===== config.mk =====
export PLATFORM = sky130hd
export DESIGN_NAME = sha256_job_queue
export DESIGN_NICKNAME = d
export VERILOG_FILES = /design/src/hw/rtl/sha256_pkg.sv /design/src/hw/rtl/sha256_job_queue.sv
export SDC_FILE = /design/constraint.sdc
export NUM_CORES = 1
export LEC_CHECK = 0
export BUFFER_PORTS_ARGS = -buffer_cell sky130_fd_sc_hd__buf_2
export CAP_MARGIN = 20
export CORE_AREA = 2 2 398 400
export DETAILED_ROUTE_END_ITERATION = 12
export DIE_AREA = 0 0 400 402
export PLACE_DENSITY = 0.78
export SYNTH_ARGS = -nofsm -noshare
export SYNTH_HDL_FRONTEND = slang
export SYNTH_SLANG_ARGS = --single-unit

===== constraint.sdc =====
create_clock -name clk -period 16.85 [get_ports clk]
set_clock_uncertainty 0.15 [all_clocks]
set_input_delay 0.8425 -clock clk [delete_from_list [all_inputs] [get_ports clk]]
set_output_delay 0.8425 -clock clk [all_outputs]
set_load 0.005 [all_outputs]

===== src/hw/rtl/sha256_pkg.sv =====
// SHA-256 hasher package: constants, round table and helper functions.
// No dependencies; used by every module of the hasher.
`default_nettype none
package sha256_pkg;

    localparam int WordW   = 32;
    localparam int CountW  = 61;
    localparam int RoundN  = 64;
    localparam int QueueN  = 4;

    localparam logic KIND_DATA = 1'b0;
    localparam logic KIND_END  = 1'b1;

    typedef logic [WordW-1:0] word_t;

    // Block job handed from the packer to the compression engine.
    typedef struct packed {
        word_t [15:0] blk;
        logic         final_blk;
    } job_t;

    function automatic word_t init_hash(input logic [2:0] i);
        word_t r;
        case (i)
            3'd0: r = 32'h6a09e667;
            3'd1: r = 32'hbb67ae85;
            3'd2: r = 32'h3c6ef372;
            3'd3: r = 32'ha54ff53a;
            3'd4: r = 32'h510e527f;
            3'd5: r = 32'h9b05688c;
            3'd6: r = 32'h1f83d9ab;
            3'd7: r = 32'h5be0cd19;
            default: r = '0;
        endcase
        return r;
    endfunction

    function automatic word_t round_k(input logic [5:0] r);
        word_t k;
        case (r)
            6'd0: k = 32'h428a2f98;  6'd1: k = 32'h71374491;
            6'd2: k = 32'hb5c0fbcf;  6'd3: k = 32'he9b5dba5;
            6'd4: k = 32'h3956c25b;  6'd5: k = 32'h59f111f1;
            6'd6: k = 32'h923f82a4;  6'd7: k = 32'hab1c5ed5;
            6'd8: k = 32'hd807aa98;  6'd9: k = 32'h12835b01;
            6'd10: k = 32'h243185be; 6'd11: k = 32'h550c7dc3;
            6'd12: k = 32'h72be5d74; 6'd13: k = 32'h80deb1fe;
            6'd14: k = 32'h9bdc06a7; 6'd15: k = 32'hc19bf174;
            6'd16: k = 32'he49b69c1; 6'd17: k = 32'hefbe4786;
            6'd18: k = 32'h0fc19dc6; 6'd19: k = 32'h240ca1cc;
            6'd20: k = 32'h2de92c6f; 6'd21: k = 32'h4a7484aa;
            6'd22: k = 32'h5cb0a9dc; 6'd23: k = 32'h76f988da;
            6'd24: k = 32'h983e5152; 6'd25: k = 32'ha831c66d;
            6'd26: k = 32'hb00327c8; 6'd27: k = 32'hbf597fc7;
            6'd28: k = 32'hc6e00bf3; 6'd29: k = 32'hd5a79147;
            6'd30: k = 32'h06ca6351; 6'd31: k = 32'h14292967;
            6'd32: k = 32'h27b70a85; 6'd33: k = 32'h2e1b2138;
            6'd34: k = 32'h4d2c6dfc; 6'd35: k = 32'h53380d13;
            6'd36: k = 32'h650a7354; 6'd37: k = 32'h766a0abb;
            6'd38: k = 32'h81c2c92e; 6'd39: k = 32'h92722c85;
            6'd40: k = 32'ha2bfe8a1; 6'd41: k = 32'ha81a664b;
            6'd42: k = 32'hc24b8b70; 6'd43: k = 32'hc76c51a3;
            6'd44: k = 32'hd192e819; 6'd45: k = 32'hd6990624;
            6'd46: k = 32'hf40e3585; 6'd47: k = 32'h106aa070;
            6'd48: k = 32'h19a4c116; 6'd49: k = 32'h1e376c08;
            6'd50: k = 32'h2748774c; 6'd51: k = 32'h34b0bcb5;
            6'd52: k = 32'h391c0cb3; 6'd53: k = 32'h4ed8aa4a;
            6'd54: k = 32'h5b9cca4f; 6'd55: k = 32'h682e6ff3;
            6'd56: k = 32'h748f82ee; 6'd57: k = 32'h78a5636f;
            6'd58: k = 32'h84c87814; 6'd59: k = 32'h8cc70208;
            6'd60: k = 32'h90befffa; 6'd61: k = 32'ha4506ceb;
            6'd62: k = 32'hbef9a3f7; 6'd63: k = 32'hc67178f2;
            default: k = '0;
        endcase
        return k;
    endfunction

    function automatic word_t rotr(input word_t x, input int n);
        return (x >> n) | (x << (WordW - n));
    endfunction

endpackage
`default_nettype wire


===== src/hw/rtl/sha256_job_queue.sv =====
// Short queue of block jobs between packer and compression engine.
// Depends on sha256_pkg.
`default_nettype none
module sha256_job_queue (
    input  wire logic         clk,
    input  wire logic         rst_n,
    input  wire logic         wr_valid,
    output logic              wr_ready,
    input  sha256_pkg::job_t  wr_job,
    output logic              rd_valid,
    input  wire logic         rd_ready,
    output sha256_pkg::job_t  rd_job
);

    localparam int PtrW = $clog2(sha256_pkg::QueueN);

    sha256_pkg::job_t       mem_reg [sha256_pkg::QueueN];
    logic [PtrW-1:0]        wp_reg, rp_reg;
    logic [PtrW:0]          cnt_reg;
    logic                   wr, rd;

    assign wr_ready = cnt_reg != (PtrW+1)'(sha256_pkg::QueueN);
    assign rd_valid = cnt_reg != '0;
    assign rd_job   = mem_reg[rp_reg];
    assign wr = wr_valid && wr_ready;
    assign rd = rd_valid && rd_ready;

    always_ff @(posedge clk or negedge rst_n)
    begin
        if (!rst_n)
        begin
            wp_reg  <= '0;
            rp_reg  <= '0;
            cnt_reg <= '0;
        end
        else
        begin
            if (wr)
                wp_reg <= wp_reg + 1'b1;
            if (rd)
                rp_reg <= rp_reg + 1'b1;
            cnt_reg <= cnt_reg + (PtrW+1)'(wr) - (PtrW+1)'(rd);
        end
    end

    always_ff @(posedge clk)
    begin
        if (wr)
            mem_reg[wp_reg] <= wr_job;
    end

    a_no_overflow: assert property (@(posedge clk) disable iff (!rst_n)
        cnt_reg <= (PtrW+1)'(sha256_pkg::QueueN)) else $error("queue overflow");
    a_count_track: assert property (@(posedge clk) disable iff (!rst_n)
        (wr && !rd) |=> cnt_reg == $past(cnt_reg) + 1'b1)
        else $error("queue count wrong");
    a_empty_ptrs: assert property (@(posedge clk) disable iff (!rst_n)
        cnt_reg == '0 |-> wp_reg == rp_reg) else $error("pointers disagree");

endmodule
`default_nettype wire


# Word-level counts from Yosys, hierarchy flattened
# Memories as Yosys holds them, arrays and structs flattened.
# Index checks and enable logic that the tools add are counted.
# word_totals
n_memories	1
mem_bits_ro	0
ram_bits	2052
latchBits	0
regBits	7
output_inout_bits	515
# op_classes
n_reduce_logical	3
multipliers	0
order_cmp	0
eq_ne	1
div_mod_pow	0
shift	0
n_mux	2
n_addsub	4
bitwise	0
# mem_list
name	depth	width	rd	rd_ports_with_merged_regs	wr	line	source
mem_reg	4	513	1	0	1	sha256_job_queue.sv:17	sha256_pkg::job_t mem_reg [sha256_pkg::QueueN];
# ops
operator	n
2-bit by 1-bit adder with 2-bit output, second input constant	2
3-bit by 1-bit adder with 3-bit output	1
3-bit != test, second input constant	1
3-bit nonzero test	1
3-bit by 1-bit subtractor with 3-bit output	1
1-bit logical AND	2
1-bit two-way mux	2

# Depth between registers and ports, before layout
# depth
word_depth	4
ltp_mapped	9
depth_no_buf	9

# Least setup slack after synthesis
# OpenSTA, ideal clock, no wires.
# synth_path
path_kind	input-to-reg
from	input port wr_valid
to	memory mem_reg[0][0] in the netlist's numbering (enable)
path_slack_ns	3.254
arrival_ns	12.497
stages	1
required_ns	15.751
path_buffers	0
cell_sequence	and3b_1
# synth_between
elab_chain_cells	3
# synth_rtl
item	line	source
start: declaration	sha256_job_queue.sv:7	input wire logic wr_valid,
1-bit logical AND	sha256_job_queue.sv:25	assign wr = wr_valid && wr_ready;
1-bit two-way mux	sha256_job_queue.sv:48	if (wr)
1-bit two-way mux (implied by the code)	sha256_job_queue.sv:49	mem_reg[wp_reg] <= wr_job;
end: declaration	sha256_job_queue.sv:17	
# Every way passes these cells.

==> flow_summary_export.csv <==
group,metric,value,unit
outcome,status,"finished, final reports clean",
place,numPortBuffers,1031,
clock_tree,clk_pin_slew,0.06,ns
logic_synthesis,synth_commonest_cells,"edfxtp_1, mux4_2, buf_2, buf_4, clkbuf_1",
timing,period_share,40.1,%
logic_synthesis,yosys.area.top_type_share,82.9,%
detailed_routing,wl_per_cell,27.2,microns
worst_hold_path,hold_start,"wr_job[425]",
logic_synthesis,yosys-top-cells-area,"edfxtp_1, mux4_2, buf_2, buf_4, dfrtp_1",
clock_tree,clock_path_buffers,3,
pwr,worst_ir_drop_vdd,0.179,mV
place,hpwl,104000,microns
logic_synthesis,yosys.area_share.adder,0.128,%
critical_path,cp_common_cell,"buf_4",
timing,rsz0062_at_grt,"false",
logic_synthesis,syn_nets,3244,
timing,final-setup-viol-count,0,
floorplan,die_h,402,microns
critical_path,r2r_slack,12.27,ns
global_routing,antenna_found_initial,106,
timing,whs,0.0958,ns
logic_synthesis,ys_ff_latch,2059,
logic_synthesis,synth_warnings,0,
global_routing,gr-usage-met1,23.5,%
critical_path,slowest_delay,0.85,ns
global_routing,grt_pass1_vias,35700,
critical_path,critPathMaxFanout,104,
layout,finalNetCount,4398,
logic_synthesis,synth.cell_area,74300,sq um
worst_hold_path,min_path_cells,1,
timing,drv_slew,0,
critical_path,rr_worst_depth,5,
critical_path,arrival,5.76,ns
logic_synthesis,synth-simple-area-share,0.135,%
logic_synthesis,synth_xor_area_share,0.0472,%
pwr,leakage,29.6,nW
global_routing,met3_usage,7.64,%
floorplan,coreArea,157000,sq um
floorplan,die-area,161000,sq um
critical_path,r2r_start,"cnt_reg[1]",
detailed_routing,drtIter0Drc,3270,
floorplan,start_util,47.3,%
logic_synthesis,yosysUniqueCellTypes,22,
logic_synthesis,syn_area_per_cell,27.3,sq um
layout,final_core_util,56.1,%
global_routing,grt_overflow,0,
logic_synthesis,synth_top_family_by_area,"multiplexers",
timing,finalCriticalPeriod,6.75,ns
layout,postLayoutCellArea,88100,sq um
critical_path,start_kind,"register",
layout,largest_reg_flops,2052,
logic_synthesis,ys.flop_type,"edfxtp_1",
logic_synthesis,synth_enable_flop_cells,2052,
clock_tree,cts-root-buf,"clkbuf_16",
clock_tree,cts_tree,"built",
job,max_cap_violations,0,
worst_hold_path,hold_class,"primary input to register",
place,place_congestion,0.834,
place,place_inst,5752,
logic_synthesis,yosysTopAreaCell,"edfxtp_1",
pwr,powerDensity,176,nW/um^2
layout,final-instance-count-excl-fill,6167,
critical_path,crit_slowest_cell,"buf_4",
logic_synthesis,yosysSeqAreaShare,83.2,%
critical_path,path_class,"register to primary output",
critical_path,crit_path_start,"rp_reg[0]",
clock_tree,cts_buffers,191,
layout,drive_above_1_share,45.9,%
clock_tree,clk_latency,0.80,ns
layout,nFillCells,11000,
clock_tree,h-tree-depth,4,
detailed_routing,ant_nets,0,
global_routing,met2_usage,33.6,%
global_routing,grt_max_degree,161,
clock_tree,clkSinkCount,2059,
detailed_routing,wirelength,168000,microns
global_routing,top_usage_layer,"met2",
pwr,fin_total_pwr,15.5,mW
timing,hold_viol_final,0,
place,place_ws,10.61,ns
logic_synthesis,syn_inst,2720,
timing,slew_headroom,23.2,%
timing,tightest_slew,1.15,ns
timing,fmax,148,MHz
critical_path,worstPathCellList,"buf_12 -> buf_4 -> buf_4 -> buf_4 -> mux4_2 -> buf_2",
detailed_routing,num_vias,34500,
logic_synthesis,synthMuxAreaShare,15.6,%
detailed_routing,viasPerCell,5.59,
timing,tns,0,ns
floorplan,num_rows,146,
timing,fin_ws,10.10,ns
place,placed_area,81800,sq um
detailed_routing,dr.pass1.iters,5,
logic_synthesis,synth-compound-area-share,0.0438,%
floorplan,num_io_pins,1032,
layout,area_growth,18.6,%
critical_path,crit_path_end_kind,"primary output",
clock_tree,post_cts_buffers,0,
logic_synthesis,synthArstFlopShare,0.340,%
critical_path,cp.required,15.86,ns
global_routing,groute.usage.overall,20.4,%
detailed_routing,drc,0,
global_routing,grt_pass1_wl,239000,microns
logic_synthesis,synth_most_common_cell,"edfxtp_1",
floorplan,die_x,400,microns
[cells by family after synthesis]
logic type / after synthesis
compound gates: 4
xor+xnor: 4
fa+ha+maj: 7
buf+inv: 120
flops: 2059
mux: 513
simple gates: 13
[area by class of cell]
type / count / area, sq um / share of cell area (%)
Timing Repair Buffer: 1075 / 5580 / 6.33
Clock buffer: 237 / 5100 / 5.79
Clock inverter: 109 / 1020 / 1.16
Antenna cell: 68 / 170 / 0.193
Inverter: 6 / 22.5 / 0.0256
Multi-Input combinational cell: 541 / 11800 / 13.4
Tap cell: 2072 / 2590 / 2.94
Sequential cell: 2059 / 61800 / 70.1
[path summary, 6_finish.rpt]
path	endpoint
max reg2reg	mem_reg[3][193]
min	mem_reg[0][425]
max	rd_job[191]
max in group asynchronous	rp_reg[0]
min in group asynchronous	cnt_reg[2]
min reg2reg	wp_reg[1]
[routing by layer]
layer | up-vias | wire length, microns
li1 | 14300 | -
met1 | 18000 | 57400
met2 | 1691 | 85500
met3 | 425 | 16800
met4 | 70 | 7680
met5 | - | 485
[where the power goes]
group / switching [mW] / internal, mW
Sequential: 0.280 / 6.75
Combinational: 2.36 / 1.95
Clock: 1.80 / 2.39
[what timing repair did]
item | CTS | global route
resized for setup | 0 | 0
hold buffers | 1 | 0
endpoints found under the hold margin | 7 | 0
[cells in the final DEF, fill, tap and decap left out]
cell type and count:
ha_1 6, dfrtp_4 2, and3b_4 4, dlygate4sd3_1 1
clkbuf_1 39, o31a_1 1, buf_4 36, inv_6 3
inv_16 2, fa_1 1, buf_2 1031, or3_1 1
o311ai_0 1, clkinv_4 1, buf_12 7, inv_1 6
xnor2_1 3, clkbuf_16 198, clkinvlp_4 3, edfxtp_1 2052
diode_2 68, nand2_1 1, dfrtp_1 5, xor2_1 1
o211ai_1 2, nor3b_1 1, clkinv_1 50, clkinv_8 3
clkinv_2 29, nand2b_1 4, mux4_2 513, nand4bb_1 2
clkinv_16 2, bufinv_16 16
[worst max-delay path: cells and delay by family (launching register included)]
kind / cells / cell delay [ns]
buffers and inverters: 5 / 3.30
flip-flops: 1 / 0.84
multiplexers: 1 / 0.63
No activity file was read; power rests on OpenSTA's default activity.
