## src/hw/rtl/sha256_pkg.sv

```systemverilog
// SHA-256 hasher package: constants, round table and helper functions.
// No dependencies; used by every module of the hasher.
`default_nettype none
package sha256_pkg;

    localparam int WordW   = 32;
    localparam int CountW  = 61;
    localparam int RoundN  = 64;
    localparam int QueueN  = 4;

    localparam logic KIND_DATA = 1'b0;
    localparam logic KIND_END  = 1'b1;

    typedef logic [WordW-1:0] word_t;

    // Block job handed from the packer to the compression engine.
    typedef struct packed {
        word_t [15:0] blk;
        logic         final_blk;
    } job_t;

    function automatic word_t init_hash(input logic [2:0] i);
        word_t r;
        case (i)
            3'd0: r = 32'h6a09e667;
            3'd1: r = 32'hbb67ae85;
            3'd2: r = 32'h3c6ef372;
            3'd3: r = 32'ha54ff53a;
            3'd4: r = 32'h510e527f;
            3'd5: r = 32'h9b05688c;
            3'd6: r = 32'h1f83d9ab;
            3'd7: r = 32'h5be0cd19;
            default: r = '0;
        endcase
        return r;
    endfunction

    function automatic word_t round_k(input logic [5:0] r);
        word_t k;
        case (r)
            6'd0: k = 32'h428a2f98;  6'd1: k = 32'h71374491;
            6'd2: k = 32'hb5c0fbcf;  6'd3: k = 32'he9b5dba5;
            6'd4: k = 32'h3956c25b;  6'd5: k = 32'h59f111f1;
            6'd6: k = 32'h923f82a4;  6'd7: k = 32'hab1c5ed5;
            6'd8: k = 32'hd807aa98;  6'd9: k = 32'h12835b01;
            6'd10: k = 32'h243185be; 6'd11: k = 32'h550c7dc3;
            6'd12: k = 32'h72be5d74; 6'd13: k = 32'h80deb1fe;
            6'd14: k = 32'h9bdc06a7; 6'd15: k = 32'hc19bf174;
            6'd16: k = 32'he49b69c1; 6'd17: k = 32'hefbe4786;
            6'd18: k = 32'h0fc19dc6; 6'd19: k = 32'h240ca1cc;
            6'd20: k = 32'h2de92c6f; 6'd21: k = 32'h4a7484aa;
            6'd22: k = 32'h5cb0a9dc; 6'd23: k = 32'h76f988da;
            6'd24: k = 32'h983e5152; 6'd25: k = 32'ha831c66d;
            6'd26: k = 32'hb00327c8; 6'd27: k = 32'hbf597fc7;
            6'd28: k = 32'hc6e00bf3; 6'd29: k = 32'hd5a79147;
            6'd30: k = 32'h06ca6351; 6'd31: k = 32'h14292967;
            6'd32: k = 32'h27b70a85; 6'd33: k = 32'h2e1b2138;
            6'd34: k = 32'h4d2c6dfc; 6'd35: k = 32'h53380d13;
            6'd36: k = 32'h650a7354; 6'd37: k = 32'h766a0abb;
            6'd38: k = 32'h81c2c92e; 6'd39: k = 32'h92722c85;
            6'd40: k = 32'ha2bfe8a1; 6'd41: k = 32'ha81a664b;
            6'd42: k = 32'hc24b8b70; 6'd43: k = 32'hc76c51a3;
            6'd44: k = 32'hd192e819; 6'd45: k = 32'hd6990624;
            6'd46: k = 32'hf40e3585; 6'd47: k = 32'h106aa070;
            6'd48: k = 32'h19a4c116; 6'd49: k = 32'h1e376c08;
            6'd50: k = 32'h2748774c; 6'd51: k = 32'h34b0bcb5;
            6'd52: k = 32'h391c0cb3; 6'd53: k = 32'h4ed8aa4a;
            6'd54: k = 32'h5b9cca4f; 6'd55: k = 32'h682e6ff3;
            6'd56: k = 32'h748f82ee; 6'd57: k = 32'h78a5636f;
            6'd58: k = 32'h84c87814; 6'd59: k = 32'h8cc70208;
            6'd60: k = 32'h90befffa; 6'd61: k = 32'ha4506ceb;
            6'd62: k = 32'hbef9a3f7; 6'd63: k = 32'hc67178f2;
            default: k = '0;
        endcase
        return k;
    endfunction

    function automatic word_t rotr(input word_t x, input int n);
        return (x >> n) | (x << (WordW - n));
    endfunction

endpackage
`default_nettype wire

```

## src/hw/rtl/sha256_packer.sv

```systemverilog
// Front end: packs bytes into blocks, pads at end of message, emits block jobs.
// Depends on sha256_pkg.
`default_nettype none
module sha256_packer (
    input  wire logic               clk,
    input  wire logic               rst_n,
    input  wire logic               in_valid,
    output logic                    in_ready,
    input  wire logic               kind,
    input  wire logic [7:0]         data_byte,
    output logic                    job_valid,
    input  wire logic               job_ready,
    output sha256_pkg::job_t        job
);

    typedef enum logic [1:0] {ST_BYTES, ST_PAD2, ST_WAIT} state_t;

    state_t                              state_reg, state_next;
    sha256_pkg::word_t [15:0]            blk_reg, blk_next;
    logic [sha256_pkg::CountW-1:0]       count_reg, count_next;
    logic                                jv_reg, jv_next;
    sha256_pkg::job_t                    job_reg, job_next;

    logic [5:0]  pos;
    logic [3:0]  wi;
    logic [4:0]  sh;
    logic [63:0] bits;
    sha256_pkg::word_t [15:0] pad;
    sha256_pkg::word_t keep;

    assign pos  = count_reg[5:0];
    assign wi   = pos[5:2];
    assign sh   = 5'd24 - {pos[1:0], 3'b000};
    assign bits = {count_reg, 3'b000};
    assign in_ready  = (state_reg == ST_BYTES) && !jv_reg;
    assign job_valid = jv_reg;
    assign job       = job_reg;

    always_comb
    begin
        keep = blk_reg[wi] & ~((sha256_pkg::word_t'(1) << (sh + 5'd8)) - 1);
        if (pos[1:0] == 2'd0)
            keep = '0;
        pad = blk_reg;
        pad[wi] = keep | (sha256_pkg::word_t'(8'h80) << sh);
        for (int i = 0; i < 16; i++)
            if (4'(i) > wi)
                pad[i] = '0;
    end

    always_comb
    begin
        state_next = state_reg;
        blk_next   = blk_reg;
        count_next = count_reg;
        jv_next    = jv_reg;
        job_next   = job_reg;
        if (jv_reg && job_ready)
            jv_next = 1'b0;
        case (state_reg)
            ST_BYTES:
            begin
                if (in_valid && in_ready)
                begin
                    if (kind == sha256_pkg::KIND_DATA)
                    begin
                        if (pos[1:0] == 2'd0)
                            blk_next[wi] = {data_byte, 24'h0};
                        else
                            blk_next[wi] = blk_reg[wi] |
                                           (sha256_pkg::word_t'(data_byte) << sh);
                        count_next = count_reg + 1'b1;
                        if (pos == 6'd63)
                        begin
                            job_next.blk       = blk_next;
                            job_next.final_blk = 1'b0;
                            jv_next            = 1'b1;
                        end
                    end
                    else
                    begin
                        job_next.blk = pad;
                        if (pos >= 6'd56)
                        begin
                            job_next.final_blk = 1'b0;
                            state_next         = ST_PAD2;
                        end
                        else
                        begin
                            job_next.blk[14]   = bits[63:32];
                            job_next.blk[15]   = bits[31:0];
                            job_next.final_blk = 1'b1;
                            count_next         = '0;
                        end
                        jv_next = 1'b1;
                    end
                end
            end
            ST_PAD2:
            begin
                if (!jv_next)
                begin
                    job_next.blk       = '0;
                    job_next.blk[14]   = bits[63:32];
                    job_next.blk[15]   = bits[31:0];
                    job_next.final_blk = 1'b1;
                    jv_next            = 1'b1;
                    count_next         = '0;
                    state_next         = ST_BYTES;
                end
            end
            default: state_next = ST_BYTES;
        endcase
    end

    always_ff @(posedge clk or negedge rst_n)
    begin
        if (!rst_n)
        begin
            state_reg <= ST_BYTES;
            count_reg <= '0;
            jv_reg    <= 1'b0;
        end
        else
        begin
            state_reg <= state_next;
            count_reg <= count_next;
            jv_reg    <= jv_next;
        end
    end

    always_ff @(posedge clk)
    begin
        blk_reg <= blk_next;
        job_reg <= job_next;
    end

    a_full_block_job: assert property (@(posedge clk) disable iff (!rst_n)
        (in_valid && in_ready && kind == sha256_pkg::KIND_DATA && pos == 6'd63)
        |=> jv_reg) else $error("full block did not raise a job");
    a_no_accept_busy: assert property (@(posedge clk) disable iff (!rst_n)
        jv_reg |-> !in_ready) else $error("byte taken with job pending");
    a_pad2_not_final: assert property (@(posedge clk) disable iff (!rst_n)
        (state_reg == ST_PAD2 && jv_reg) |-> !job_reg.final_blk)
        else $error("overflow block marked final");

endmodule
`default_nettype wire

```

## config.mk

```make
export PLATFORM = sky130hd
export DESIGN_NAME = sha256_packer
export DESIGN_NICKNAME = d
export VERILOG_FILES = /design/src/hw/rtl/sha256_pkg.sv /design/src/hw/rtl/sha256_packer.sv
export SDC_FILE = /design/constraint.sdc
export NUM_CORES = 2
export LEC_CHECK = 0
export ABC_AREA = 1
export BUFFER_PORTS_ARGS = -buffer_cell sky130_fd_sc_hd__buf_2
export CAP_MARGIN = 30
export CELL_PAD_IN_SITES_DETAIL_PLACEMENT = 0
export CELL_PAD_IN_SITES_GLOBAL_PLACEMENT = 2
export CORE_AREA = 4 4 393 395
export DETAILED_ROUTE_END_ITERATION = 10
export DIE_AREA = 0 0 397 399
export PLACE_DENSITY_LB_ADDON = 0.08
export SLEW_MARGIN = 20
export SYNTH_ARGS = -nofsm -noshare
export SYNTH_HDL_FRONTEND = slang
export SYNTH_SLANG_ARGS = --single-unit
```

## constraint.sdc

```tcl
create_clock -name clk -period 38.8 [get_ports clk]
set_input_delay 1.94 -clock clk [delete_from_list [all_inputs] [get_ports clk]]
set_output_delay 1.94 -clock clk [all_outputs]
set_load 0.05 [all_outputs]
```

Word level (Yosys, flattened, before mapping) --
Cells that the tools add are included.
Storage, ports and cells: bits in latches 0, ROM bits 0, input port bits 13, bits in writable memories 0, output and inout port bits 515, memories kept 0, register bits 1089
Cells by class: shift operators 3, multiply operators 0, divide/modulo/power cells 0, add/subtract/negate cells 4, mux-type cells 47, $lt $le $gt $ge 19, reductions and logical operators 12, bitwise operators 5, eq/ne operators 8
Operators with widths (number):
- two-way mux 513 bit | 4
- bitwise mux 512 bit | 3
- one-hot mux 513 bit (2 select lines) | 1
- two-way mux 32 bit | 19
- two-way mux 512 bit | 1
- two-way mux 61 bit | 4
- binary-select mux 32 bit (select 4 bit) | 1
- demux 32 bit (select 4 bit) | 1
- one-hot mux 61 bit (2 select lines) | 1
- two-way mux 64 bit | 1
- bitwise OR 32 bit | 2
- adder 61 x 1 -> 61 bit (second input constant) | 1
- bitwise AND 32 bit | 1
- greater-than comparator 4 bit (first input constant) | 8
- inverter 32 bit | 1
- << shifter 1 x 5 -> 32 bit (first input constant) | 1
- << shifter 8 x 5 -> 32 bit | 1
- << shifter 8 x 5 -> 32 bit (first input constant) | 1
- subtractor 32 x 1 -> 32 bit (second input constant) | 1
- greater-than comparator 3 x 4 -> 1 bit (first input constant) | 4
- AND reduction 4 bit | 3
- greater-than comparator 1 x 4 -> 1 bit (first input constant) | 2
- greater-than comparator 2 x 4 -> 1 bit (first input constant) | 2
- two-way mux 2 bit | 4
- 20 further kinds | 30

Logic depth before layout (Yosys ltp) --
depth in word-level cells 14, mapped depth 17, depth with buffers taken out 13

Worst setup path before layout --
No wires, ideal clock.
path type input to register, from input port kind, to register job_reg (netlist bit job[0]), enable pin, path slack 13.469 ns, data arrival time 23.932 ns, library setup time 1.399 ns, stages 6, cells stage by stage buf_2 > nor2_1 > inv_1 > clkbuf_1 > a21oi_1 > nor2_1
Between the ends: longest elaborated chain between the ends 2
Ends and longest elaborated chain:
- start, declared | RTL line sha256_packer.sv:9 | input wire logic kind,
- != test 3 x 2 -> 1 bit (no line)
- AND reduction 4 bit (no line)
- end signal, assigned | RTL line sha256_packer.sv:135 | job_reg <= job_next;
- end, declared | RTL line sha256_packer.sv:22 | sha256_pkg::job_t job_reg, job_next;
No other way between the ends. A chain may end at the register's enable or synchronous reset.

Final worst setup path --
from input port kind, to register job_reg (netlist bit job[301]), enable pin
The elaborated chain is that of the path after synthesis.

==> run summary <==
For this configuration, the core starts out at a cell density of approximately 39%. The insertion delay of the later-clocked pin in the worst-skew pair is just under 800 ps. The growth of design area from synthesis to finish is 14.8%. The flow ran to the end, and the final reports show no timing, DRC or antenna violations.

The signal arrival time at the worst endpoint is just over 6000 ps. In the routed design, unresolved DRC markers number 0. The commonest register cell after synthesis is sky130_fd_sc_hd__edfxtp_1. After routing, the total negative slack on setup checks comes to 0 ps.

Together, buffers and inverters on the worst path number 7. By count the netlist is led by sky130_fd_sc_hd__nand2_1, sky130_fd_sc_hd__edfxtp_1, sky130_fd_sc_hd__inv_1. The number of gates resized after CTS was 0.

The port buffer count is around 530. The worst setup path is launched from a primary input. Summed over its instances, the top area cell type makes up a little over half of the synthesized netlist area. The largest voltage drop on the vdd net is 0.0577 mV. The wire length of the first global-routing pass is approximately 370000 um. At the end of the flow, the number of nets in the layout was 7595. In this run the worst hold path is classified as flip-flop to flip-flop. Global routing consumed, over all layers together, roughly a third of the routing resources. For the pin with the worst max-slew slack, the measured transition is 1120 ps. The worst slack at placement is ~32000 ps. The sequential cell area fraction in the yosys report came out at a little under three fifths. In this run the tightest slew margin relative to its limit is roughly 25%.

The die area came out at 158000 sq um. The leftover overflow at the end of global routing is 0. The vias per cell is 5.52.

The post-synthesis net count is 7271. In this run the vertical extent of the chip is around 400 um. On the worst path, the slowest cell contributes a delay of 840 ps.

After synthesis, the cell types taking the most area are sky130_fd_sc_hd__edfxtp_1, sky130_fd_sc_hd__nand2_1, sky130_fd_sc_hd__nand3_1, sky130_fd_sc_hd__nand4_1, sky130_fd_sc_hd__dfrtp_1. In the finished design, the share of the clock period the worst path needs comes to roughly 15%. Buffers inserted during clock tree synthesis total about 130.

The number of vias in the routed layout is between 50000 and 60000. The register with the most flip-flops in the layout has a little over 500 of them. The worst-case clock buffer depth came out at 3. The number of global-route vias before repair is ~49000. The most common cell in the synthesized netlist is sky130_fd_sc_hd__nand2_1. The number of top-level pins is between 500 and 600. The biggest area contributor in the post-synthesis netlist is sky130_fd_sc_hd__edfxtp_1. The initialized floorplan defines 143 standard-cell rows. The hold-fix buffer count after cts is 0. The number of enable-type register cells in the synthesized netlist came out at about 1000. The max-cap violation count is 0. Of all nets on the critical path, the largest fanout is around 70. The shortest clock period the worst path allows after layout came out at ~5700 ps. Counting flops with an async set or reset pin after synthesis yields a share of roughly 5.8%. Traced cell by cell, the critical path runs through buf_2, buf_4, nor2_4, inv_1, buf_4, a21oi_1, nor2_4, buf_4, buf_4, buf_4.

The H-tree generated during clock tree synthesis spans 4 levels. Setup violations remaining at the end of the flow were counted as 0. In this run the post-CTS setup repair buffer count came out at 0. The pin count of the biggest net entering global routing came out at 169. Static timing analysis puts the maximum clock frequency at 0.176 GHz. The TritonCTS sink count came out at 1088. The endpoint required time on the critical path is 39190 ps. The die is ~400 um wide. The fraction of final layout cells sized beyond drive strength 1 came out at approximately an eighth. The total wire length came out at 259000 um.

The area of the mapped netlist came out at 58600 sq um. The number of antenna violations at the first check in global routing is 18. The number of hold violations in the final report is 0. The count of nets left with antenna violations once routing finished came out at 0. The clock tree root driver cell is sky130_fd_sc_hd__clkbuf_16. The first-pass detailed-route iteration total is 6. The warning count from the yosys run is 0. The final-report max-slew violation count came out at 0. Detailed placement ended at an HPWL of between 150000 and 200000 um. Grouping stages by cell kind, the critical path spends the most delay in buffers and inverters. Cells fill around 44% of the core in the end. In the final routed layout, each cell accounts on average for approximately 27 um. The worst setup path is captured at a flip-flop. Summed over all cells, the static leakage comes to a little under 30 nW. The placeable core region came out at around 150000 sq um. Counting flops and latches in the post-synthesis netlist gives approximately 1100. The distinct cell type count of the synthesized netlist is 48. The clock-pin slew of the registers on the worst-case setup and hold paths is 60 ps. After the first detailed-routing iteration, the DRC count stood at 6571. Each instance of the synthesized netlist takes up on average ~8 sq um. By startpoint and endpoint, the worst setup path is classified as primary input to flip-flop. For this design the ratio of total power to cell area is 61.7 nW/um^2.

The congestion estimate from routability-driven global placement came to slightly above 0.9. On the critical path, the stage with the largest delay is an instance of sky130_fd_sc_hd__buf_4. The post-synthesis cell count came out at 7253.

Clock skew on the completed layout was measured at 23.5 ps. The cell that appears most often on the critical path is sky130_fd_sc_hd__buf_4. TritonCTS built the clock tree.

Setup slack on the critical path of the routed design comes to about 33000 ps. Setup repair after global routing left no endpoint under its margin.
-- cells by family (layout without fill, tap and decap cells) --
family,after synthesis,in the layout,share of synthesized area [%]
flip-flops,1088,1088,55.2
XOR/XNOR,7,7,0.105
adder cells (fa/ha/maj),5,5,0.107
other,0,4,0
AND/OR/NAND/NOR,4773,4773,33.6
AO/OA/AOI/OAI,456,456,4.30
buffers and inverters,924,1352,6.68
-- report_power, final --
part | internal (mW) | leakage [nW] | switching (mW) | total [mW]
Combinational | 0.238 | 17.1 | 1.19 | 1.43
Clock | 0.724 | 2.09 | 0.539 | 1.26
Sequential | 1.40 | 10.5 | 0.0526 | 1.46
-- through the flow --
step	cell area, sq um	power (mW)	hold slack, ps	std cells
after floorplan	58600	2.35	476	7253
after global placement	62500	2.85	539	9451
after detailed placement	62800	2.86	555	9463
after CTS	67100	4.12	568	9703
after global routing	67200	4.28	599	9711
final	67300	4.15	576	9715
-- per-layer routing --
layer	track usage [%]	routed length (um)	share of wire [%]
met2	46.9	111000	43
met3	6.07	25200	9.7
met4	10.2	8970	3.5
met5	0	59	0.023
met1	46.9	113000	44
-- placed cells by master, fill, tap and decap left out, types with 41 or more instances in the layout --
cell type                   Yosys  final
sky130_fd_sc_hd__nand2_1     3632   3632
sky130_fd_sc_hd__edfxtp_1    1025   1025
sky130_fd_sc_hd__buf_2        148    527
sky130_fd_sc_hd__inv_1        420    417
sky130_fd_sc_hd__nand3_1      372    372
sky130_fd_sc_hd__nor2_1       346    328
sky130_fd_sc_hd__nand4_1      287    287
sky130_fd_sc_hd__a21oi_1      150    150
sky130_fd_sc_hd__o21ai_0      144    144
sky130_fd_sc_hd__clkbuf_16      0    139
sky130_fd_sc_hd__buf_4         49     90
sky130_fd_sc_hd__dfrtp_1       63     61
sky130_fd_sc_hd__o22ai_1       56     56
sky130_fd_sc_hd__inv_2         44     43
sky130_fd_sc_hd__o21ai_1       41     41
-- worst reg2reg max path: stages, from the launching register on --
cell and delay, ps:
sky130_fd_sc_hd__dfrtp_4 760, sky130_fd_sc_hd__nand2_4 480, sky130_fd_sc_hd__nor2_1 600, sky130_fd_sc_hd__a21oi_1 240, sky130_fd_sc_hd__nor2_4 600, sky130_fd_sc_hd__buf_4 760
sky130_fd_sc_hd__buf_4 810, sky130_fd_sc_hd__buf_4 840
-- path summary, 6_finish.rpt --
check | startpoint | depth (start not counted) | to | slack, ps
min reg2reg | count_reg[59] | 2 | count_reg[59] | 580
max reg2reg | count_reg[2] | 7 | job[301] | 33250
max in group asynchronous | rst_n | 3 | count_reg[2] | 37040
min | count_reg[59] | 2 | count_reg[59] | 580
max | kind | 10 | job[301] | 33110
min in group asynchronous | rst_n | 2 | count_reg[51] | 1170
-- cell type report --
| type | count | area [sq um] |
|---|---|---|
| multi-input combinational | 5241 | 22500 |
| tap | 2030 | 2540 |
| clock buffer | 168 | 3590 |
| inverter | 471 | 1790 |
| clock inverter | 72 | 667 |
| timing repair buffer | 641 | 3850 |
| antenna | 4 | 10.0 |
| sequential | 1088 | 32400 |
| fill | 15069 | 83900 |
Power figures use the tool's default switching activity.
