$ cat config.mk
export PLATFORM = sky130hd
export DESIGN_NAME = sha256_engine
export DESIGN_NICKNAME = d
export VERILOG_FILES = /design/src/hw/rtl/sha256_pkg.sv /design/src/hw/rtl/sha256_engine.sv
export SDC_FILE = /design/constraint.sdc
export NUM_CORES = 2
export LEC_CHECK = 0
export BUFFER_PORTS_ARGS = -buffer_cell sky130_fd_sc_hd__buf_4
export CORE_MARGIN = 10
export CORE_UTILIZATION = 65
export CTS_CLUSTER_SIZE = 12
export DETAILED_ROUTE_END_ITERATION = 8
export GPL_ROUTABILITY_DRIVEN = 0
export PLACE_DENSITY = 0.85
export SLEW_MARGIN = 10
export SYNTH_ARGS = -nofsm -noshare
export SYNTH_HDL_FRONTEND = slang
export SYNTH_SLANG_ARGS = --single-unit
$ cat constraint.sdc
create_clock -name clk -period 87.7 [get_ports clk]
set_input_delay 17.54 -clock clk [delete_from_list [all_inputs] [get_ports clk]]
set_output_delay 17.54 -clock clk [all_outputs]
set_load 0.1 [all_outputs]
$ cat src/hw/rtl/sha256_pkg.sv
// SHA-256 hasher package: constants, round table and helper functions.
// No dependencies; used by every module of the hasher.
`default_nettype none
package sha256_pkg;

    localparam int WordW   = 32;
    localparam int CountW  = 61;
    localparam int RoundN  = 64;
    localparam int QueueN  = 4;

    localparam logic KIND_DATA = 1'b0;
    localparam logic KIND_END  = 1'b1;

    typedef logic [WordW-1:0] word_t;

    // Block job handed from the packer to the compression engine.
    typedef struct packed {
        word_t [15:0] blk;
        logic         final_blk;
    } job_t;

    function automatic word_t init_hash(input logic [2:0] i);
        word_t r;
        case (i)
            3'd0: r = 32'h6a09e667;
            3'd1: r = 32'hbb67ae85;
            3'd2: r = 32'h3c6ef372;
            3'd3: r = 32'ha54ff53a;
            3'd4: r = 32'h510e527f;
            3'd5: r = 32'h9b05688c;
            3'd6: r = 32'h1f83d9ab;
            3'd7: r = 32'h5be0cd19;
            default: r = '0;
        endcase
        return r;
    endfunction

    function automatic word_t round_k(input logic [5:0] r);
        word_t k;
        case (r)
            6'd0: k = 32'h428a2f98;  6'd1: k = 32'h71374491;
            6'd2: k = 32'hb5c0fbcf;  6'd3: k = 32'he9b5dba5;
            6'd4: k = 32'h3956c25b;  6'd5: k = 32'h59f111f1;
            6'd6: k = 32'h923f82a4;  6'd7: k = 32'hab1c5ed5;
            6'd8: k = 32'hd807aa98;  6'd9: k = 32'h12835b01;
            6'd10: k = 32'h243185be; 6'd11: k = 32'h550c7dc3;
            6'd12: k = 32'h72be5d74; 6'd13: k = 32'h80deb1fe;
            6'd14: k = 32'h9bdc06a7; 6'd15: k = 32'hc19bf174;
            6'd16: k = 32'he49b69c1; 6'd17: k = 32'hefbe4786;
            6'd18: k = 32'h0fc19dc6; 6'd19: k = 32'h240ca1cc;
            6'd20: k = 32'h2de92c6f; 6'd21: k = 32'h4a7484aa;
            6'd22: k = 32'h5cb0a9dc; 6'd23: k = 32'h76f988da;
            6'd24: k = 32'h983e5152; 6'd25: k = 32'ha831c66d;
            6'd26: k = 32'hb00327c8; 6'd27: k = 32'hbf597fc7;
            6'd28: k = 32'hc6e00bf3; 6'd29: k = 32'hd5a79147;
            6'd30: k = 32'h06ca6351; 6'd31: k = 32'h14292967;
            6'd32: k = 32'h27b70a85; 6'd33: k = 32'h2e1b2138;
            6'd34: k = 32'h4d2c6dfc; 6'd35: k = 32'h53380d13;
            6'd36: k = 32'h650a7354; 6'd37: k = 32'h766a0abb;
            6'd38: k = 32'h81c2c92e; 6'd39: k = 32'h92722c85;
            6'd40: k = 32'ha2bfe8a1; 6'd41: k = 32'ha81a664b;
            6'd42: k = 32'hc24b8b70; 6'd43: k = 32'hc76c51a3;
            6'd44: k = 32'hd192e819; 6'd45: k = 32'hd6990624;
            6'd46: k = 32'hf40e3585; 6'd47: k = 32'h106aa070;
            6'd48: k = 32'h19a4c116; 6'd49: k = 32'h1e376c08;
            6'd50: k = 32'h2748774c; 6'd51: k = 32'h34b0bcb5;
            6'd52: k = 32'h391c0cb3; 6'd53: k = 32'h4ed8aa4a;
            6'd54: k = 32'h5b9cca4f; 6'd55: k = 32'h682e6ff3;
            6'd56: k = 32'h748f82ee; 6'd57: k = 32'h78a5636f;
            6'd58: k = 32'h84c87814; 6'd59: k = 32'h8cc70208;
            6'd60: k = 32'h90befffa; 6'd61: k = 32'ha4506ceb;
            6'd62: k = 32'hbef9a3f7; 6'd63: k = 32'hc67178f2;
            default: k = '0;
        endcase
        return k;
    endfunction

    function automatic word_t rotr(input word_t x, input int n);
        return (x >> n) | (x << (WordW - n));
    endfunction

endpackage
`default_nettype wire

$ cat src/hw/rtl/sha256_engine.sv
// Back end: one SHA-256 round per cycle, chaining update, digest word output.
// Depends on sha256_pkg.
`default_nettype none
module sha256_engine (
    input  wire logic                clk,
    input  wire logic                rst_n,
    input  wire logic                job_valid,
    output logic                     job_ready,
    input  sha256_pkg::job_t         job,
    output logic                     dv,
    input  wire logic                dr,
    output sha256_pkg::word_t        dword,
    output logic [2:0]               didx,
    output logic                     dlast
);

    typedef enum logic [1:0] {ST_IDLE, ST_ROUND, ST_ADD, ST_OUT} state_t;
    typedef sha256_pkg::word_t word_t;

    state_t            state_reg;
    word_t [7:0]       h_reg;
    word_t [7:0]       v_reg;
    word_t [15:0]      w_reg;
    logic [5:0]        r_reg;
    logic              fin_reg;
    logic [2:0]        oi_reg;
    logic              dv_reg;
    word_t             dw_reg;

    word_t s0, s1, ch, mj, t1, t2, w, g0, g1;

    assign job_ready = state_reg == ST_IDLE;
    assign dv    = dv_reg;
    assign dword = dw_reg;
    assign didx  = oi_reg;
    assign dlast = oi_reg == 3'd7;

    // Schedule window kept as a shift line: w_reg[0] is this round's word.
    always_comb
    begin
        g0 = sha256_pkg::rotr(w_reg[1], 7) ^ sha256_pkg::rotr(w_reg[1], 18) ^ (w_reg[1] >> 3);
        g1 = sha256_pkg::rotr(w_reg[14], 17) ^ sha256_pkg::rotr(w_reg[14], 19)
             ^ (w_reg[14] >> 10);
        w  = w_reg[0];
        s1 = sha256_pkg::rotr(v_reg[4], 6) ^ sha256_pkg::rotr(v_reg[4], 11)
             ^ sha256_pkg::rotr(v_reg[4], 25);
        ch = (v_reg[4] & v_reg[5]) ^ (~v_reg[4] & v_reg[6]);
        t1 = v_reg[7] + s1 + ch + sha256_pkg::round_k(r_reg) + w;
        s0 = sha256_pkg::rotr(v_reg[0], 2) ^ sha256_pkg::rotr(v_reg[0], 13)
             ^ sha256_pkg::rotr(v_reg[0], 22);
        mj = (v_reg[0] & v_reg[1]) ^ (v_reg[0] & v_reg[2]) ^ (v_reg[1] & v_reg[2]);
        t2 = s0 + mj;
    end

    always_ff @(posedge clk or negedge rst_n)
    begin
        if (!rst_n)
        begin
            state_reg <= ST_IDLE;
            r_reg     <= '0;
            oi_reg    <= '0;
            dv_reg    <= 1'b0;
            fin_reg   <= 1'b0;
            for (int i = 0; i < 8; i++)
                h_reg[i] <= sha256_pkg::init_hash(3'(i));
        end
        else
        begin
            case (state_reg)
                ST_IDLE:
                begin
                    if (job_valid)
                    begin
                        w_reg     <= job.blk;
                        v_reg     <= h_reg;
                        fin_reg   <= job.final_blk;
                        r_reg     <= '0;
                        state_reg <= ST_ROUND;
                    end
                end
                ST_ROUND:
                begin
                    for (int i = 0; i < 15; i++)
                        w_reg[i] <= w_reg[i+1];
                    w_reg[15] <= g1 + w_reg[9] + g0 + w_reg[0];
                    v_reg <= {v_reg[6:4], v_reg[3] + t1, v_reg[2:0], t1 + t2};
                    r_reg <= r_reg + 1'b1;
                    if (r_reg == 6'd63)
                        state_reg <= ST_ADD;
                end
                ST_ADD:
                begin
                    for (int i = 0; i < 8; i++)
                        h_reg[i] <= h_reg[i] + v_reg[i];
                    oi_reg    <= '0;
                    state_reg <= fin_reg ? ST_OUT : ST_IDLE;
                end
                ST_OUT:
                begin
                    if (!dv_reg || dr)
                    begin
                        if (dv_reg && oi_reg == 3'd7)
                        begin
                            dv_reg    <= 1'b0;
                            for (int i = 0; i < 8; i++)
                                h_reg[i] <= sha256_pkg::init_hash(3'(i));
                            state_reg <= ST_IDLE;
                        end
                        else
                        begin
                            if (dv_reg)
                                oi_reg <= oi_reg + 1'b1;
                            dw_reg <= h_reg[dv_reg ? oi_reg + 3'd1 : oi_reg];
                            dv_reg <= 1'b1;
                        end
                    end
                end
                default: state_reg <= ST_IDLE;
            endcase
        end
    end

    a_out_only_in_out: assert property (@(posedge clk) disable iff (!rst_n)
        dv_reg |-> state_reg == ST_OUT) else $error("digest outside output phase");
    a_round_wrap: assert property (@(posedge clk) disable iff (!rst_n)
        (state_reg == ST_ROUND && r_reg == 6'd63) |=> state_reg == ST_ADD)
        else $error("round count lost");
    a_hold_stall: assert property (@(posedge clk) disable iff (!rst_n)
        (dv_reg && !dr) |=> dv_reg && $stable(dw_reg) && $stable(oi_reg))
        else $error("digest word changed while stalled");

endmodule
`default_nettype wire

# Word level (Yosys, flattened, before mapping)
# Memory sizes are Yosys's and may differ from the RTL's.
# Index checks and enable logic that the tools add are counted.
# totals
reg_bits	1069
latch_bits	0
ram_bits	0
mem_bits_ro	2048
inputBits	517
output_inout_bits	38
elab_cells	134
memories	1
# mem_list
name	depth	width	read_ports	rd_clocked_by_memory_dff	write_ports	line_no	text
(no name shown)	64	32	1	0	0	sha256_pkg.sv:40	case (r)
# classes
n_addsub	20
mul	0
n_div	0
magnitude_cmp	1
n_eq_ne	10
n_shift	0
mux	22
n_bitwise	28
reduce_logical	14
# op_table
op	count
256-bit one-hot mux with 2 select lines	2
512-bit one-hot mux with 2 select lines	1
256-bit two-way mux	3
32-bit adder	18
512-bit two-way mux	1
32-bit bitwise XOR	9
32-bit AND	5
32-bit binary-select mux with 3-bit select	1
32-bit two-way mux	1
32-bit NOT	1
10-bit by 32-bit OR with 32-bit output	1
13-bit by 32-bit OR with 32-bit output	1
14-bit by 32-bit OR with 32-bit output	1
15-bit by 32-bit OR with 32-bit output	1
19-bit by 32-bit OR with 32-bit output	1
21-bit by 32-bit OR with 32-bit output	1
25-bit by 32-bit OR with 32-bit output	1
26-bit by 32-bit OR with 32-bit output	1
30-bit by 32-bit OR with 32-bit output	1
7-bit by 32-bit OR with 32-bit output	1
32-bit by 22-bit bitwise XOR with 32-bit output	1
32-bit by 29-bit bitwise XOR with 32-bit output	1
6-bit one-hot mux with 2 select lines	1
2-bit two-way mux	5
other kinds (22)	35

# Longest topological paths before layout
# depth
word_depth	9
ltp_mapped	37
mapped_depth_nobuf	36

# Least setup slack after synthesis
# OpenSTA, ideal clock, no wires.
# synth_path
path_type	in2reg
from	in job_valid
to	reg v_reg[0] (netlist bit) (enable)
setup_time_ns	1.925
arrival_time_ns	49.464
required_time_ns	85.775
path_slack_ns	36.310
cell_stages	2
path_cell_list	o21bai_1 > nor2_1
# synth_between
elab_chain_len	2
# synth_rtl
element	line_no	text
from (decl)	sha256_engine.sv:7	input wire logic job_valid,
2-bit inequality test (no line)	n/a	
3-bit AND reduction (no line)	n/a	
to (signal assigned)	sha256_engine.sv:75	v_reg <= h_reg;
to (signal assigned)	sha256_engine.sv:86	v_reg <= {v_reg[6:4], v_reg[3] + t1, v_reg[2:0], t1 + t2};
to (decl)	sha256_engine.sv:22	word_t [7:0] v_reg;
# Every way passes these cells.
# A chain may end at the register's enable or synchronous reset.

# Worst setup path after layout
# layout_path
from	in job_valid
to	reg w_reg[402] (netlist bit) (enable)
# layout_between
elab_chain_len	2
# layout_rtl
element	line_no	text
2-bit inequality test (no line)	n/a	
3-bit AND reduction (no line)	n/a	
to (signal assigned)	sha256_engine.sv:74	w_reg <= job.blk;
to (signal, indexed assignment)	sha256_engine.sv:84	w_reg[i] <= w_reg[i+1];
to (decl)	sha256_engine.sv:23	word_t [15:0] w_reg;
# Every way passes these cells.

==> flow_summary_export.csv <==
group,metric,value,unit
run_status,outcome,"finished, violations left",
run_status,violations,"DRC",
clocking,cts_resized,0,
setup_path,slowest_delay,0.98,ns
layout,area_growth,12.22,%
synth,synth.most_common_cell,"nand2_1",
floorplan,std_cell_rows,122,
clocking,htreeDepth,3,
floorplan,die_h,354.7,um
floorplan,die_w,354.7,um
route,wire_per_inst,25.57,um
setup_path,worstRegToRegCells,35,
layout,fin_nets,9302,
setup_path,crit_fanout,155,
setup_path,critPathTopFamily,"buffers and inverters",
sta,drv_slew,0,
layout,drive_gt1_frac,0.1306,
sta,fin_tns_setup,0,ns
floorplan,die-area,0.1258,mm^2
clocking,clock_path_buffers,3,
route,drtPass1Iterations,9,
clocking,hold_buffers,0,
synth,ys.flop_type,"edfxtp_1",
setup_path,cp.required,88.09,ns
clocking,cts_setup_buffers,0,
setup_path,cpMaxStageDelayCell,"buf_4",
worst_hold_path,hold_depth,2,
clocking,root_buffer,"clkbuf_16",
route,drc,32,
floorplan,ioPinCount,555,
placement,placed_cells,9550,
setup_path,crit_path_frequent_cell,"buf_4",
sta,fmax,51.00,MHz
clocking,clk_latency,0.78,ns
sta,hold_viol,0,
global_route,antenna_found_initial,13,
sta,min_period_over_period,0.2236,
global_route,grt_usage,0.3830,
setup_path,worstSetupStartpointType,"primary input",
sta,clock_skew,0.04246,ns
layout,fillers,7478,
sta,finalCriticalPeriod,19.61,ns
synth,ys_types,103,
synth,yosys-top-cells-count,"nand2_1, edfxtp_1, a21oi_1",
route,ant_nets,0,
clocking,cts-buffers-inserted,115,
setup_path,ff2ff_setup_slack,77.11,ns
synth,synth-seq-area-share,0.4247,
placement,port_buffers,554,
layout,largest_reg_flops,512,
layout,final_area,0.08171,mm^2
synth,synth-seq-cells,1069,
sta,relSlewSlack,0.1678,
route,viasPerCell,6.467,
synth,synth_edf_count,800,
setup_path,path_cells,"buf_4 -> o21bai_1 -> nor2_4 -> buf_12 -> buf_4",
setup_path,timing.rr.end,"v_reg[31]$_DFFE_PP_",
synth,post-synth-top-area-cell,"edfxtp_1",
layout,fin_cells,9767,
synth,synthCells,7835,
global_route,grt_pass1_wl,367300,um
global_route,grt_pass1_vias,61320,
clocking,numClockSinks,1069,
worst_hold_path,holdCritStartpoint,"w_reg[117]$_DFFE_PP_",
run,cap_violations,0,
synth,syn_avg_cell_area,9.294,um^2
worst_hold_path,worstHoldEndpoint,"w_reg[85]$_DFFE_PP_",
synth,yosysTopAreaCellShare,0.3299,
worst_hold_path,hold_class,"reg -> reg",
setup_path,critPathBufInv,3,
sta,worstMarginPinSlew,1.235,ns
route,drt_wl_total,249700,um
setup_path,cp-end-kind,"flip-flop",
floorplan,core,0.1110,mm^2
setup_path,crit_arrival,20.00,ns
synth,synthArstFlopShare,0.2516,
synth,yosysWarnings,0,
synth,synth_area,0.07282,mm^2
placement,dp_hpwl,184000,um
floorplan,initial_core_util,0.6562,
sta,rsz0062_at_grt,"no",
sta,setup_violations,0,
global_route,grt_remaining_overflow,0,
setup_path,crit_type,"in -> reg",
clocking,clk_pin_slew_worst_paths,0.06,ns
synth,syn_nets,8957,
setup_path,r2r_start,"r_reg[0]$_DFFE_PN0P_",
placement,placed_cell_area,0.07799,mm^2
synth,yosys-top-cells-area,"edfxtp_1, nand2_1, ha_1, fa_1, dfstp_2",
sta,whs,0.4976,ns
route,drtIter0Drc,9799,
route,vias,63170,
clocking,cts_tree,"built",
global_route,grt_max_degree,221,
[worst max path at each step]
stage                             startpoint                   end  cells past startpoint
floorplan                          job_valid    v_reg[0]$_DFFE_PP_                      2
global placement                   job_valid  w_reg[351]$_DFFE_PP_                      5
detailed placement                 job_valid  w_reg[351]$_DFFE_PP_                      5
CTS                 state_reg[1]$_DFFE_PN0P_             job_ready                      3
global route                       job_valid  w_reg[406]$_DFFE_PP_                      5
finish                             job_valid  w_reg[402]$_DFFE_PP_                      5
[layout make-up]
class | count | area [um^2] | area share
antenna | 7 | 17.52 | 0.0002144
clock buffer | 164 | 3176 | 0.03886
clock inverter | 45 | 526.8 | 0.006446
inverter | 388 | 1456 | 0.01782
multi-input combinational | 5999 | 39100 | 0.4784
sequential | 1069 | 30930 | 0.3785
tap | 1488 | 1862 | 0.02278
timing repair buffer | 607 | 4652 | 0.05693
[worst reg2reg max path, delay by kind of cell (launching register included)]
kind | cells | cell delay (ns)
AO/OA/AOI/OAI | 16 | 3.57
adder cells (fa/ha/maj) | 6 | 2.98
AND/OR/NAND/NOR | 6 | 1.15
multiplexers | 1 | 0.26
flip-flops | 1 | 0.91
XOR/XNOR | 2 | 0.75
buffers and inverters | 4 | 0.73
[per-layer routing]
| layer | share of wire | GRT usage | routed length, um |
|---|---|---|---|
| met4 | 0.089 | 0.2799 | 22200 |
| met3 | 0.13 | 0.1126 | 32750 |
| met5 | 0.00037 | 0 | 92 |
| met2 | 0.45 | 0.5980 | 112600 |
| met1 | 0.33 | 0.4489 | 82140 |
[placed cells by master, fill, tap and decap left out, types with 26 or more instances in the layout]
| master | count |
|---|---|
| clkbuf_1 | 41 |
| a31oi_1 | 36 |
| inv_1 | 384 |
| or3_1 | 26 |
| o31ai_1 | 41 |
| ha_1 | 408 |
| nor2b_1 | 40 |
| o21bai_1 | 49 |
| nand2_1 | 2373 |
| o21ai_1 | 53 |
| clkbuf_16 | 118 |
| o21ai_0 | 406 |
| mux2_2 | 56 |
| buf_4 | 599 |
| o21a_1 | 49 |
| nand3_1 | 62 |
| fa_1 | 197 |
| dfstp_2 | 136 |
| a21oi_1 | 461 |
| xnor2_1 | 344 |
| dfrtp_1 | 130 |
| nor2_1 | 320 |
| xor2_1 | 214 |
| mux4_2 | 69 |
| a211oi_1 | 44 |
| nand2b_1 | 48 |
| a21o_1 | 194 |
| edfxtp_1 | 800 |
| nor3_1 | 71 |
[kinds of logic (layout without fill, tap and decap cells)]
family | after synthesis | in the layout | share of synthesized area
AND/OR/NAND/NOR | 3060 | 3060 | 0.1690
AO/OA/AOI/OAI | 1600 | 1600 | 0.1380
flip-flops | 1069 | 1069 | 0.4247
buffers and inverters | 767 | 1204 | 0.03964
adder cells (fa/ha/maj) | 626 | 626 | 0.1271
XOR/XNOR | 561 | 561 | 0.06785
multiplexers | 152 | 152 | 0.03371
other | 0 | 7 | 0
[stage by stage]
| step | setup slack, ns | util |
|---|---|---|
| after floorplan | 36.31 | - |
| after detailed placement | 67.44 | 0.7027 |
| after global routing | 68.04 | 0.7363 |
| after global placement | 67.52 | 0.7027 |
| final | 68.09 | 0.7363 |
| after CTS | 68.19 | 0.7361 |
Power is not shown: default switching activity piles up to over one toggle a cycle in this logic, so the estimate is an artifact.
